`src/bba_pkg.sv`:
```
`default_nettype none

package bba_pkg;

  // bitmap word held in one memory row, block order msb first
  localparam int unsigned WORD_W  = 32;
  localparam int unsigned POS_W   = 5;
  localparam int unsigned LIMIT_W = POS_W + 1;

  // field widths
  localparam int unsigned OP_W    = 3;
  localparam int unsigned BLOCK_W = 12;
  localparam int unsigned COUNT_W = 13;
  localparam int unsigned BASE_W  = 14;

  localparam logic [COUNT_W-1:0] COUNT_RESET = 13'd4096;

  // first block of a word sits in the top bit
  localparam logic [WORD_W-1:0] FIRST_BIT    = {1'b1, {(WORD_W-1){1'b0}}};
  // superblock and bitmap blocks used after format
  localparam logic [WORD_W-1:0] FORMAT_WORD0 = {2'b11, {(WORD_W-2){1'b0}}};

  typedef enum logic [OP_W-1:0] {
    OP_ALLOC  = 3'd0,
    OP_FREE   = 3'd1,
    OP_MARK   = 3'd2,
    OP_TEST   = 3'd3,
    OP_FORMAT = 3'd4
  } op_e;

  typedef enum logic [1:0] {
    ST_OK    = 2'd0,
    ST_FULL  = 2'd1,
    ST_RANGE = 2'd2
  } status_e;

  // outcome of a first-free search over one word
  typedef struct packed {
    logic             found;
    logic [POS_W-1:0] pos;
  } find_res_t;

endpackage

`default_nettype wire

```
`src/bba_ram.sv`:
```
`default_nettype none

module bba_ram #(
  parameter int unsigned WIDTH = 32,
  parameter int unsigned DEPTH = 128
) (
  input  wire logic                                      clk_i,
  input  wire logic                                      we_i,
  input  wire logic [((DEPTH > 1) ? $clog2(DEPTH) : 1)-1:0] waddr_i,
  input  wire logic [WIDTH-1:0]                          wdata_i,
  input  wire logic [((DEPTH > 1) ? $clog2(DEPTH) : 1)-1:0] raddr_i,
  output logic      [WIDTH-1:0]                          rdata_o
);

  logic [WIDTH-1:0] mem_q [DEPTH];

  // one write port, one registered read port
  always_ff @(posedge clk_i) begin
    if (we_i) begin
      mem_q[waddr_i] <= wdata_i;
    end
    rdata_o <= mem_q[raddr_i];
  end

endmodule

`default_nettype wire

```
`src/bba_find_free.sv`:
```
`default_nettype none

module bba_find_free
  import bba_pkg::*;
(
  input  wire logic [WORD_W-1:0]  word_i,
  input  wire logic [LIMIT_W-1:0] limit_i,
  output find_res_t               res_o
);

  // lowest block in the word that is free and below the limit
  always_comb begin
    res_o = '0;
    for (int j = WORD_W - 1; j >= 0; j--) begin
      if (!word_i[WORD_W-1-j] && (LIMIT_W'(j) < limit_i)) begin
        res_o.found = 1'b1;
        res_o.pos   = POS_W'(j);
      end
    end
  end

endmodule

`default_nettype wire

```
`src/block_bitmap_allocator.sv`:
```
// free-block bitmap allocator, 32 blocks per memory row
// allocate: one row checked per cycle by the scan pipeline
// free, mark, test: row read, modify-write (no write for test), result; out of range or unknown: straight to the result
// format: clearing one row per cycle, then the result
// reset: async, active low; a clearing pass then runs with
// the input stalled, leaving blocks 0 and 1 used and the count at 4096
`default_nettype none

module block_bitmap_allocator
  import bba_pkg::*;
#(
  parameter int unsigned MAX_BLOCKS = 4096
) (
  input  wire logic               clk_i,
  input  wire logic               rst_ni,
  input  wire logic               cfg_we_i,
  input  wire logic [COUNT_W-1:0] cfg_wdata_i,
  input  wire logic               in_valid_i,
  output logic                    in_stall_o,
  input  wire logic [OP_W-1:0]    operation_i,
  input  wire logic [BLOCK_W-1:0] block_i,
  output logic                    out_valid_o,
  input  wire logic               out_stall_i,
  output logic [1:0]              status_o,
  output logic [BLOCK_W-1:0]      block_out_o,
  output logic                    used_bit_o
);

  localparam int unsigned WORDS = (MAX_BLOCKS + WORD_W - 1) / WORD_W;
  localparam int unsigned AW    = (WORDS > 1) ? $clog2(WORDS) : 1;
  localparam logic [16:0] MAX_L = 17'(MAX_BLOCKS);

  typedef enum logic [2:0] {
    S_CLEAR,
    S_IDLE,
    S_READ,
    S_MODIFY,
    S_SCAN,
    S_DONE
  } state_e;

  state_e               state_q;
  op_e                  op_q;
  logic [BLOCK_W-1:0]   blk_q;
  logic [COUNT_W-1:0]   block_count_q;
  logic [AW-1:0]        clr_idx_q;
  logic                 clr_fmt_q;
  logic [BASE_W-1:0]    scan_base_q;
  logic [BASE_W-1:0]    chk_base_q;
  logic                 chk_vld_q;
  status_e              res_status_q;
  logic [BLOCK_W-1:0]   res_block_q;
  logic                 res_used_q;
  logic                 out_valid_q;
  status_e              out_status_q;
  logic [BLOCK_W-1:0]   out_block_q;
  logic                 out_used_q;

  logic [COUNT_W-1:0]   cnt_eff;
  logic                 ram_we;
  logic [AW-1:0]        ram_waddr;
  logic [WORD_W-1:0]    ram_wdata;
  logic [AW-1:0]        ram_raddr;
  logic [WORD_W-1:0]    ram_rdata;
  logic [WORD_W-1:0]    blk_mask;
  logic                 blk_used;
  logic [BASE_W-1:0]    rem;
  logic                 last_word;
  logic [LIMIT_W-1:0]   limit;
  find_res_t            find;
  logic                 in_accept;
  logic                 out_free;

  // count in effect, saturated at the map size
  assign cnt_eff = ({4'b0, block_count_q} > MAX_L) ? COUNT_W'(MAX_L) : block_count_q;

  assign in_accept = in_valid_i && !in_stall_o;
  assign out_free  = !out_valid_q || !out_stall_i;

  // single-block access
  assign blk_mask = FIRST_BIT >> blk_q[POS_W-1:0];
  assign blk_used = |(ram_rdata & blk_mask);

  // blocks left from the word under check
  assign rem       = BASE_W'({1'b0, cnt_eff}) - chk_base_q;
  assign last_word = rem <= BASE_W'(WORD_W);
  assign limit     = last_word ? LIMIT_W'(rem) : LIMIT_W'(WORD_W);

  bba_find_free u_find (
    .word_i  (ram_rdata),
    .limit_i (limit),
    .res_o   (find)
  );

  bba_ram #(
    .WIDTH (WORD_W),
    .DEPTH (WORDS)
  ) u_map (
    .clk_i   (clk_i),
    .we_i    (ram_we),
    .waddr_i (ram_waddr),
    .wdata_i (ram_wdata),
    .raddr_i (ram_raddr),
    .rdata_o (ram_rdata)
  );

  // memory port selection
  always_comb begin
    ram_we    = 1'b0;
    ram_waddr = AW'(blk_q[BLOCK_W-1:POS_W]);
    ram_wdata = ram_rdata;
    ram_raddr = AW'(blk_q[BLOCK_W-1:POS_W]);
    case (state_q)
      S_CLEAR: begin
        ram_we    = 1'b1;
        ram_waddr = clr_idx_q;
        ram_wdata = (clr_idx_q == '0) ? FORMAT_WORD0 : '0;
      end
      S_MODIFY: begin
        ram_we    = (op_q == OP_FREE) || (op_q == OP_MARK);
        ram_wdata = (op_q == OP_FREE) ? (ram_rdata & ~blk_mask) : (ram_rdata | blk_mask);
      end
      S_SCAN: begin
        ram_raddr = AW'(scan_base_q[BASE_W-1:POS_W]);
        ram_we    = chk_vld_q && find.found;
        ram_waddr = AW'(chk_base_q[BASE_W-1:POS_W]);
        ram_wdata = ram_rdata | (FIRST_BIT >> find.pos);
      end
      default: begin
      end
    endcase
  end

  // sequencer, result staging and output word
  always_ff @(posedge clk_i or negedge rst_ni) begin
    if (!rst_ni) begin
      state_q       <= S_CLEAR;
      op_q          <= OP_ALLOC;
      blk_q         <= '0;
      block_count_q <= COUNT_RESET;
      clr_idx_q     <= '0;
      clr_fmt_q     <= 1'b0;
      scan_base_q   <= '0;
      chk_base_q    <= '0;
      chk_vld_q     <= 1'b0;
      res_status_q  <= ST_OK;
      res_block_q   <= '0;
      res_used_q    <= 1'b0;
      out_valid_q   <= 1'b0;
      out_status_q  <= ST_OK;
      out_block_q   <= '0;
      out_used_q    <= 1'b0;
    end else begin
      if (cfg_we_i) begin
        block_count_q <= cfg_wdata_i;
      end
      if (out_valid_q && !out_stall_i && (state_q != S_DONE)) begin
        out_valid_q <= 1'b0;
      end
      case (state_q)
        S_CLEAR: begin
          if (clr_idx_q == AW'(WORDS - 1)) begin
            clr_idx_q    <= '0;
            res_status_q <= ST_OK;
            res_block_q  <= '0;
            res_used_q   <= 1'b0;
            state_q      <= clr_fmt_q ? S_DONE : S_IDLE;
          end else begin
            clr_idx_q <= clr_idx_q + 1'b1;
          end
        end
        S_IDLE: begin
          if (in_accept) begin
            op_q       <= op_e'(operation_i);
            blk_q      <= block_i;
            res_used_q <= 1'b0;
            case (operation_i)
              OP_ALLOC: begin
                res_block_q <= '0;
                if (cnt_eff == '0) begin
                  res_status_q <= ST_FULL;
                  state_q      <= S_DONE;
                end else begin
                  res_status_q <= ST_OK;
                  scan_base_q  <= '0;
                  chk_vld_q    <= 1'b0;
                  state_q      <= S_SCAN;
                end
              end
              OP_FREE, OP_MARK, OP_TEST: begin
                res_block_q <= block_i;
                if ({1'b0, block_i} >= cnt_eff) begin
                  res_status_q <= ST_RANGE;
                  state_q      <= S_DONE;
                end else begin
                  res_status_q <= ST_OK;
                  state_q      <= S_READ;
                end
              end
              OP_FORMAT: begin
                res_status_q <= ST_OK;
                res_block_q  <= '0;
                clr_idx_q    <= '0;
                clr_fmt_q    <= 1'b1;
                state_q      <= S_CLEAR;
              end
              default: begin
                res_status_q <= ST_OK;
                res_block_q  <= '0;
                state_q      <= S_DONE;
              end
            endcase
          end
        end
        S_READ: begin
          state_q <= S_MODIFY;
        end
        S_MODIFY: begin
          res_used_q <= blk_used;
          state_q    <= S_DONE;
        end
        S_SCAN: begin
          scan_base_q <= scan_base_q + BASE_W'(WORD_W);
          chk_base_q  <= scan_base_q;
          if (chk_vld_q && find.found) begin
            res_block_q <= BLOCK_W'(chk_base_q + BASE_W'(find.pos));
            chk_vld_q   <= 1'b0;
            state_q     <= S_DONE;
          end else if (chk_vld_q && last_word) begin
            res_status_q <= ST_FULL;
            chk_vld_q    <= 1'b0;
            state_q      <= S_DONE;
          end else begin
            chk_vld_q <= 1'b1;
          end
        end
        S_DONE: begin
          if (out_free) begin
            out_valid_q  <= 1'b1;
            out_status_q <= res_status_q;
            out_block_q  <= res_block_q;
            out_used_q   <= res_used_q;
            clr_fmt_q    <= 1'b0;
            state_q      <= S_IDLE;
          end
        end
        default: begin
          state_q <= S_IDLE;
        end
      endcase
    end
  end

  assign in_stall_o  = (state_q != S_IDLE);
  assign out_valid_o = out_valid_q;
  assign status_o    = out_status_q;
  assign block_out_o = out_block_q;
  assign used_bit_o  = out_used_q;

  // an accepted word always leaves idle
  a_accept_busy: assert property (@(posedge clk_i) disable iff (!rst_ni)
    in_accept |=> state_q != S_IDLE)
    else $error("accepted word did not start work");

  // the map is only written while an operation or clearing pass runs
  a_no_idle_write: assert property (@(posedge clk_i) disable iff (!rst_ni)
    (state_q == S_IDLE || state_q == S_DONE) |-> !ram_we)
    else $error("map written outside an operation");

  // a full report carries no block
  a_full_clean: assert property (@(posedge clk_i) disable iff (!rst_ni)
    (out_valid_o && status_o == ST_FULL) |-> (block_out_o == '0 && !used_bit_o))
    else $error("full report with block data");

  // the scan writes at most once per allocation
  a_scan_stop: assert property (@(posedge clk_i) disable iff (!rst_ni)
    (state_q == S_SCAN && ram_we) |=> state_q == S_DONE)
    else $error("scan continued after an allocation");

endmodule

`default_nettype wire
```
`config.mk`:
```
export PLATFORM = sky130hd
export DESIGN_NAME = block_bitmap_allocator
export DESIGN_NICKNAME = d
export VERILOG_FILES = /design/src/bba_pkg.sv /design/src/bba_ram.sv /design/src/bba_find_free.sv /design/src/block_bitmap_allocator.sv
export SDC_FILE = /design/constraint.sdc
export NUM_CORES = 2
export LEC_CHECK = 0
export ABC_AREA = 0
export BUFFER_PORTS_ARGS = -buffer_cell sky130_fd_sc_hd__buf_2
export CAP_MARGIN = 15
export CORE_MARGIN = 8
export CORE_UTILIZATION = 40
export DETAILED_ROUTE_END_ITERATION = 8
export GPL_ROUTABILITY_DRIVEN = 0
export PLACE_DENSITY_LB_ADDON = 0.15
export REMOVE_ABC_BUFFERS = 1
export SETUP_SLACK_MARGIN = 0.15
export SLEW_MARGIN = 20
export SYNTH_ARGS = -nofsm -noshare
export SYNTH_HDL_FRONTEND = slang
export SYNTH_SLANG_ARGS = --single-unit
```
`constraint.sdc`:
```
create_clock -name clk_i -period 22.1 [get_ports clk_i]
set_input_delay 2.21 -clock clk_i [delete_from_list [all_inputs] [get_ports clk_i]]
set_output_delay 2.21 -clock clk_i [all_outputs]
set_load 0.1 [all_outputs]
```
======== Yosys cells after proc, flatten, opt, wreduce, memory -nomap -nowiden ========
Memories as Yosys holds them, arrays and structs flattened. A register that Yosys moved wholly into a read port is not among the register bits.
Index checks and enable logic that the tools add are counted.
storage, ports and cells
  register bits ........................... 99
  bits in latches ......................... 0
  bits in writable memories ............... 4096
  memory bits (read-only) ................. 0
  input port bits ......................... 33
  output and inout port bits .............. 17
  memories kept ........................... 1
memory list
  name         depth  bits a word  rd ports  clocked after memory_dff  wr ports  line           text
  u_map.mem_q  128    32           1         1                         1         bba_ram.sv:15  logic [WIDTH-1:0] mem_q [DEPTH];
cells by class
  $add $sub $neg .......................... 4
  multiply operators ...................... 0
  div/mod/pow operators ................... 0
  order comparisons ....................... 35
  equality and inequality tests ........... 24
  shift-type cells ........................ 2
  muxes and demuxes ....................... 89
  bitwise logic cells ..................... 5
  reductions and logical operators ........ 94
operators with widths
  cell                                                 count
  2-to-1 mux 6 bit                                     33
  < comparator 5 x 6 -> 1 bit, first input constant    16
  case mux 32 bit (3 select lines)                     1
  bitwise AND 32 bit                                   2
  2-to-1 mux 32 bit                                    2
  bitwise OR 32 bit                                    2
  right shift 32 x 5 -> 32 bit, first input constant   2
  < comparator 4 x 6 -> 1 bit, first input constant    8
  2-to-1 mux 12 bit                                    4
  2-to-1 mux 14 bit                                    3
  logical AND 1 bit                                    37
  case mux 12 bit (3 select lines)                     1
  logical NOT 1 bit                                    35
  NOT 32 bit                                           1
  OR reduction 32 bit                                  1
  2-to-1 mux 7 bit                                     4
  case mux 14 bit (2 select lines)                     1
  case mux 7 bit (2 select lines)                      2
  < comparator 3 x 6 -> 1 bit, first input constant    4
  2-to-1 mux 3 bit                                     7
  case mux 3 bit (6 select lines)                      1
  2-to-1 mux 1 bit                                     17
  AND reduction 4 bit                                  4
  equality test 3 x 2 -> 1 bit, second input constant  5
  other kinds (33)                                     60

======== Depth between registers and ports, before layout ========
  word-level depth ........................ 43
  gate-level depth with buffers ........... 26
  mapped depth without buffers ............ 21

======== Modules after synthesis ========
From an unflattened synthesis, not the netlist that was laid out.
unflattened totals
  cell total of the unflattened synthesis .. 6931
  area total of the unflattened synthesis .. 163754.6 µm²
modules (own cells, without submodules)
  module                  times used  cells an instance  area each (µm²)
  bba_ram                 1           5990               156276.1
  block_bitmap_allocator  1           764                6382.4
  bba_find_free           1           177                1096.1

======== Least setup slack after synthesis ========
OpenSTA, ideal clock, no wires.
  path kind ............................... register -> register
  from .................................... register block_count_q[12]
  to ...................................... memory u_map.mem_q[0][30], data pin
  library setup time ...................... 1590 ps
  arrival ................................. 11476 ps
  required time ........................... 20510 ps
  path slack .............................. 9033 ps
  stages on the path, launching flop included .. 21
  cells stage by stage .................... dfstp_2 buf_2 inv_1 clkbuf_1 nand2_1 inv_1 ha_1 a21oi_2 o311ai_1 a2111o_1 a2111oi_2 and4bb_1 buf_6 a31oi_4 or2_1 or4b_1 buf_2 o21ai_1 or2_2 nand2_1 o41ai_1
on the way
  word-level cells in the longest chain between the ends .. 42
  elaborated cells between the ends (all ways) .. 104
ends and longest elaborated chain
  item                                      line                           text
  start: declaration                        block_bitmap_allocator.sv:45   logic [COUNT_W-1:0] block_count_q;
  start signal: assignment                  block_bitmap_allocator.sv:155  block_count_q <= cfg_wdata_i;
  > comparator 13 bit                       block_bitmap_allocator.sv:75   assign cnt_eff = ({4'b0, block_count_q} > MAX_L) ? COUNT_W'(MAX_L) : block_count_q;
  2-to-1 mux 13 bit (*)                     block_bitmap_allocator.sv:75
  subtractor 13 x 14 -> 14 bit (*)          block_bitmap_allocator.sv:85   assign rem = BASE_W'({1'b0, cnt_eff}) - chk_base_q;
  less-or-equal comparator 14 x 6 -> 1 bit  block_bitmap_allocator.sv:86   assign last_word = rem <= BASE_W'(WORD_W);
  2-to-1 mux 6 bit (*)                      block_bitmap_allocator.sv:87   assign limit = last_word ? LIMIT_W'(rem) : LIMIT_W'(WORD_W);
  < comparator 5 x 6 -> 1 bit               bba_find_free.sv:15            if (!word_i[WORD_W-1-j] && (LIMIT_W'(j) < limit_i)) begin
  logical AND 1 bit                         bba_find_free.sv:15
  2-to-1 mux 6 bit (31 in a row)            bba_find_free.sv:15
  2-to-1 mux 6 bit (*)                      bba_find_free.sv:15
  right shift 32 x 5 -> 32 bit (*)          block_bitmap_allocator.sv:127  ram_wdata = ram_rdata | (FIRST_BIT >> find.pos);
  bitwise OR 32 bit (*)                     block_bitmap_allocator.sv:127
  case mux 32 bit (3 select lines) (*)      block_bitmap_allocator.sv:113  case (state_q)
  via ram_wdata[30]                         block_bitmap_allocator.sv:62   logic [WORD_W-1:0] ram_wdata;
  end: declaration                          bba_ram.sv:15
The timed path passes the listed nets; every way through them passes the cells marked *.

======== Final worst setup path ========
  from .................................... register block_count_q[12]
  to ...................................... memory u_map.mem_q[63][21], data pin
Same word-level chain as after synthesis.

==> summary.txt <==
Run status
  – Run status: complete, no violations

Flow run
  – Max-cap violations: 0

Yosys
  – Top FF cell, synth: edfxtp_1
  – Register area share after synthesis: 76.0%
  – Post-synth EDFFs: 4,096
  – Post-synthesis sequential element count: 4,217
  – Area leader, netlist: edfxtp_1
  – Top-count cell post-synth: edfxtp_1
  – Synth top area share: 74.3%
  – Cells after Synth: 8,250
  – Synthesized area per cell: 20.1 µm²
  – Syn. warnings: 0
  – Mapped cell area: 0.166 mm²
  – Synth async-reset ratio: 2.11%
  – Top cells by count, synth: 4,096 x edfxtp_1, 1,024 x mux4_2, 644 x nand2_1
  – Area contributors post-synth: edfxtp_1 74%, mux4_2 14%, a211oi_1 1.6%
  – Synth cell types: 89

Worst setup path
  – CP top delay family: compound AO/OA/AOI/OAI gates
  – CP cell instances: inv_1 > nand2_1 > inv_1 > ha_1 > inv_2 > o311ai_1 > o21ai_0 > a2111oi_2 > and4bb_1 > buf_4 > a31oi_1 > a311oi_1 > or4_1 > a311oi_1 > a2111oi_2 > nand3_1 > o22ai_4 > buf_4 > buf_4
  – R2r startpoint: block_count_q[12]$_DFFE_PN1P_
  – Cell count of the worst reg-to-reg path: 19
  – Type of origin of the critical path: flop
  – Worst flop-to-flop path endpoint: u_map.mem_q[63][21]$_DFFE_PP_
  – Critical Path AT: 9.04 ns
  – Buf/Inv on CP: 6
  – Crit-path max FO: 65
  – Critical path class: reg -> reg
  – Crit path top cell by count: buf_4
  – Slowest-stage cell, CP: a2111oi_2
  – Critical Path Source: block_count_q[12]$_DFFE_PN1P_
  – Max incr delay on CP: 0.82 ns
  – WP data required: 22.74 ns
  – Worst setup EP type: flop
  – R2R Setup Slk: 13.70 ns

Floorplanning
  – Row count: 236
  – Die width: 659 µm
  – Die H: 659 µm
  – Full die area: 0.435 mm²
  – CORE AREA: 0.413 mm²
  – Ports: 50
  – Initial core utilization: 40.1%

Detailed routing
  – Vias per cell: 6.00
  – Vias: 86,661
  – Routed len/inst: 34.6 µm
  – Drt drc: 0
  – Pre-Repair DR Iteration Count: 7
  – DR iter-0 viols: 10,310
  – Detailed Route WL: 500,000 µm
  – Post-route ant nets: 0

Clock network
  – CTS Sinks: 4,217
  – Post-CTS Setup Inserts: 0
  – Clk buf depth: 4
  – CTS root buf: clkbuf_16
  – Htree depth: 5
  – Latest clock arrival within the worst-skew pair: 0.99 ns
  – CTS Buf Count: 443
  – Clk pin slew, worst setup/hold paths: 0.06 ns
  – Hold-fix buffers, CTS: 0
  – Post-CTS sizing: 0
  – CTS tree: built

Global routing
  – Gr ovfl total: 0
  – GRT Overall Usage: 22.5%
  – Initial antenna violation count: 27
  – Largest net degree at the start of global routing: 104
  – Number of global-route vias before repair: 87,918
  – First-pass GRT wire length: 697,000 µm

STA
  – Clock skew: 0.0427 ns
  – Slew of the pin with the lowest slew margin: 1.18 ns
  – Achievable clock frequency: 119 MHz
  – Final setup fails: 0
  – Fin crit share: 38.0%
  – Final setup TNS: 0 ns
  – Final slew viol count: 0
  – Hold Fails Final Rpt: 0
  – Slew Limit Headroom: 20.6%
  – Min Clock Period, post-route: 8.40 ns
  – RSZ-0062 raised after global routing: false

Placement
  – Hpwl dp: 274,000 µm
  – Input/output buffers: 49
  – Placement-stage cell area: 0.175 mm²

Power and ir drop
  – Leakage: 59.7 nW
  – Clock share of power: 23.8%
  – Comb power frac: 40.3%
  – Cell Pwr Density: 163 mW/mm²
  – Overall Power: 31.0 mW
  – Flop pwr share: 36.0%
  – P_sw: 11.9 mW
  – Sw Ratio: 38.5%
  – Internal: 19.0 mW
  – Worst vdd ir: 0.000140 V

Cells and area
  – Layout Nets: 8,638
  – Share of cells above drive strength 1: 26.2%
  – FF+latch area: 0.126 mm²
  – Final std cell area, no fill: 0.190 mm²
  – Multi-input gate area: 0.0394 mm²
  – Fill cells: 34,588
  – Synth-to-layout area growth: 14.6%

Hold path
  – Hold path depth: 2
  – Worst Hold End: block_out_o[10]$_DFFE_PN0P_
  – Worst Hold Class: reg -> reg
  – Hold Startpoint: block_out_o[10]$_DFFE_PN0P_
per-layer routing:
layer	up-vias	wire length, µm	global-route usage (%)
li1	34938	-	-
met1	47423	206000	30.8
met2	3517	239000	36.8
met3	783	35900	3.91
met4	0	19100	7.24
met5	-	0	0
cell type report:
cell class                      instances  share of cell area [%]
Antenna cell                           10                  0.0132
Clock buffer                          544                    6.14
Clock inverter                        273                    1.42
Inverter                               43                  0.0851
Multi-Input combinational cell       3485                    20.7
Sequential cell                      4217                    66.3
Tap cell                             5474                    3.61
Timing Repair Buffer                  389                    1.65
kinds of logic after synthesis:
logic type	Yosys count	synth area share [%]
compound gates	1099	4.66
xor+xnor	13	0.0688
fa+ha+maj	26	0.196
buf+inv	549	1.28
flops	4217	76.0
mux	1079	14.3
other cells	2	0.00454
simple gates	1265	3.48
worst max-delay path by stage:
stage | end | slack, ns | depth (start not counted)
after floorplan | u_map.rdata_o[0]$_DFF_P_ | -121.76 | 9
after global placement | u_map.rdata_o[26]$_DFF_P_ | 13.69 | 15
after detailed placement | u_map.mem_q[45][21]$_DFFE_PP_ | 13.97 | 19
after CTS | u_map.mem_q[47][21]$_DFFE_PP_ | 13.86 | 19
after global routing | u_map.mem_q[126][9]$_DFFE_PP_ | 13.32 | 18
final | u_map.mem_q[63][21]$_DFFE_PP_ | 13.70 | 19
state kept, by name, indices dropped and copies added (netlist names):
| name | flops |
|---|---|
| clr_idx_q | 7 |
| clr_fmt_q | 1 |
| res_used_q | 1 |
| chk_base_q | 9 |
| res_status_q | 2 |
| blk_q | 12 |
| op_q | 3 |
| chk_vld_q | 1 |
| block_out_o | 12 |
| res_block_q | 12 |
| out_valid_o | 1 |
| state_q | 3 |
| block_count_q | 13 |
| u_map.mem_q | 4096 |
| scan_base_q | 9 |
| u_map.rdata_o | 32 |
| used_bit_o | 1 |
| status_o | 2 |
stage by stage:
step	worst slack, ns	hold slack (ns)	instances	util (%)
floorplan	-121.76	0.446	7745	-
global placement	13.69	0.472	13596	42.4
detailed placement	13.97	0.467	13605	42.5
global route	13.32	0.505	14428	46.0
finish	13.70	0.481	14435	46.0
CTS	13.86	0.490	14422	45.9
layout by cell type (no fill, tap or decap), types with 12 or more instances in the layout:
| cell | instances |
|---|---|
| nand2b_1 | 13 |
| clkinv_2 | 69 |
| nand3_1 | 19 |
| o21ai_0 | 67 |
| nor2_1 | 99 |
| a211oi_2 | 16 |
| inv_1 | 42 |
| buf_2 | 48 |
| buf_12 | 19 |
| a211oi_1 | 342 |
| bufinv_16 | 42 |
| and2_1 | 265 |
| nand2_1 | 642 |
| a31oi_1 | 147 |
| nor3_1 | 16 |
| a21o_1 | 55 |
| edfxtp_1 | 4096 |
| a22oi_1 | 22 |
| mux2_2 | 43 |
| mux4_2 | 1024 |
| a21oi_1 | 174 |
| clkbuf_16 | 449 |
| a311oi_1 | 106 |
| ha_1 | 26 |
| dfxtp_1 | 32 |
| o21ai_4 | 15 |
| buf_4 | 314 |
| inv_6 | 12 |
| a311oi_2 | 24 |
| clkinv_1 | 105 |
| mux2i_1 | 12 |
| clkbuf_1 | 90 |
| clkinvlp_4 | 21 |
| nor2_4 | 128 |
| dfrtp_1 | 88 |
| a211o_1 | 15 |
worst min-delay path: cells and delay by family (launching register included):
kind             cells  cell delay [ns]
AO/OA/AOI/OAI        1             0.06
flip-flops           1             0.34
AND/OR/NAND/NOR      1             0.05
power groups by stage:
| stage | Sequential (mW) | Combinational (mW) | Clock (mW) |
|---|---|---|---|
| after CTS | 11.1 | 12.6 | 7.50 |
| after detailed placement | 11.3 | 12.6 | 0 |
| final | 11.1 | 12.5 | 7.37 |
| after global routing | 11.1 | 13.1 | 7.80 |
| after floorplan | 11.6 | 9.98 | 0 |
| after global placement | 11.3 | 12.3 | 0 |
Note: power is estimated with default switching activity, not from simulation.
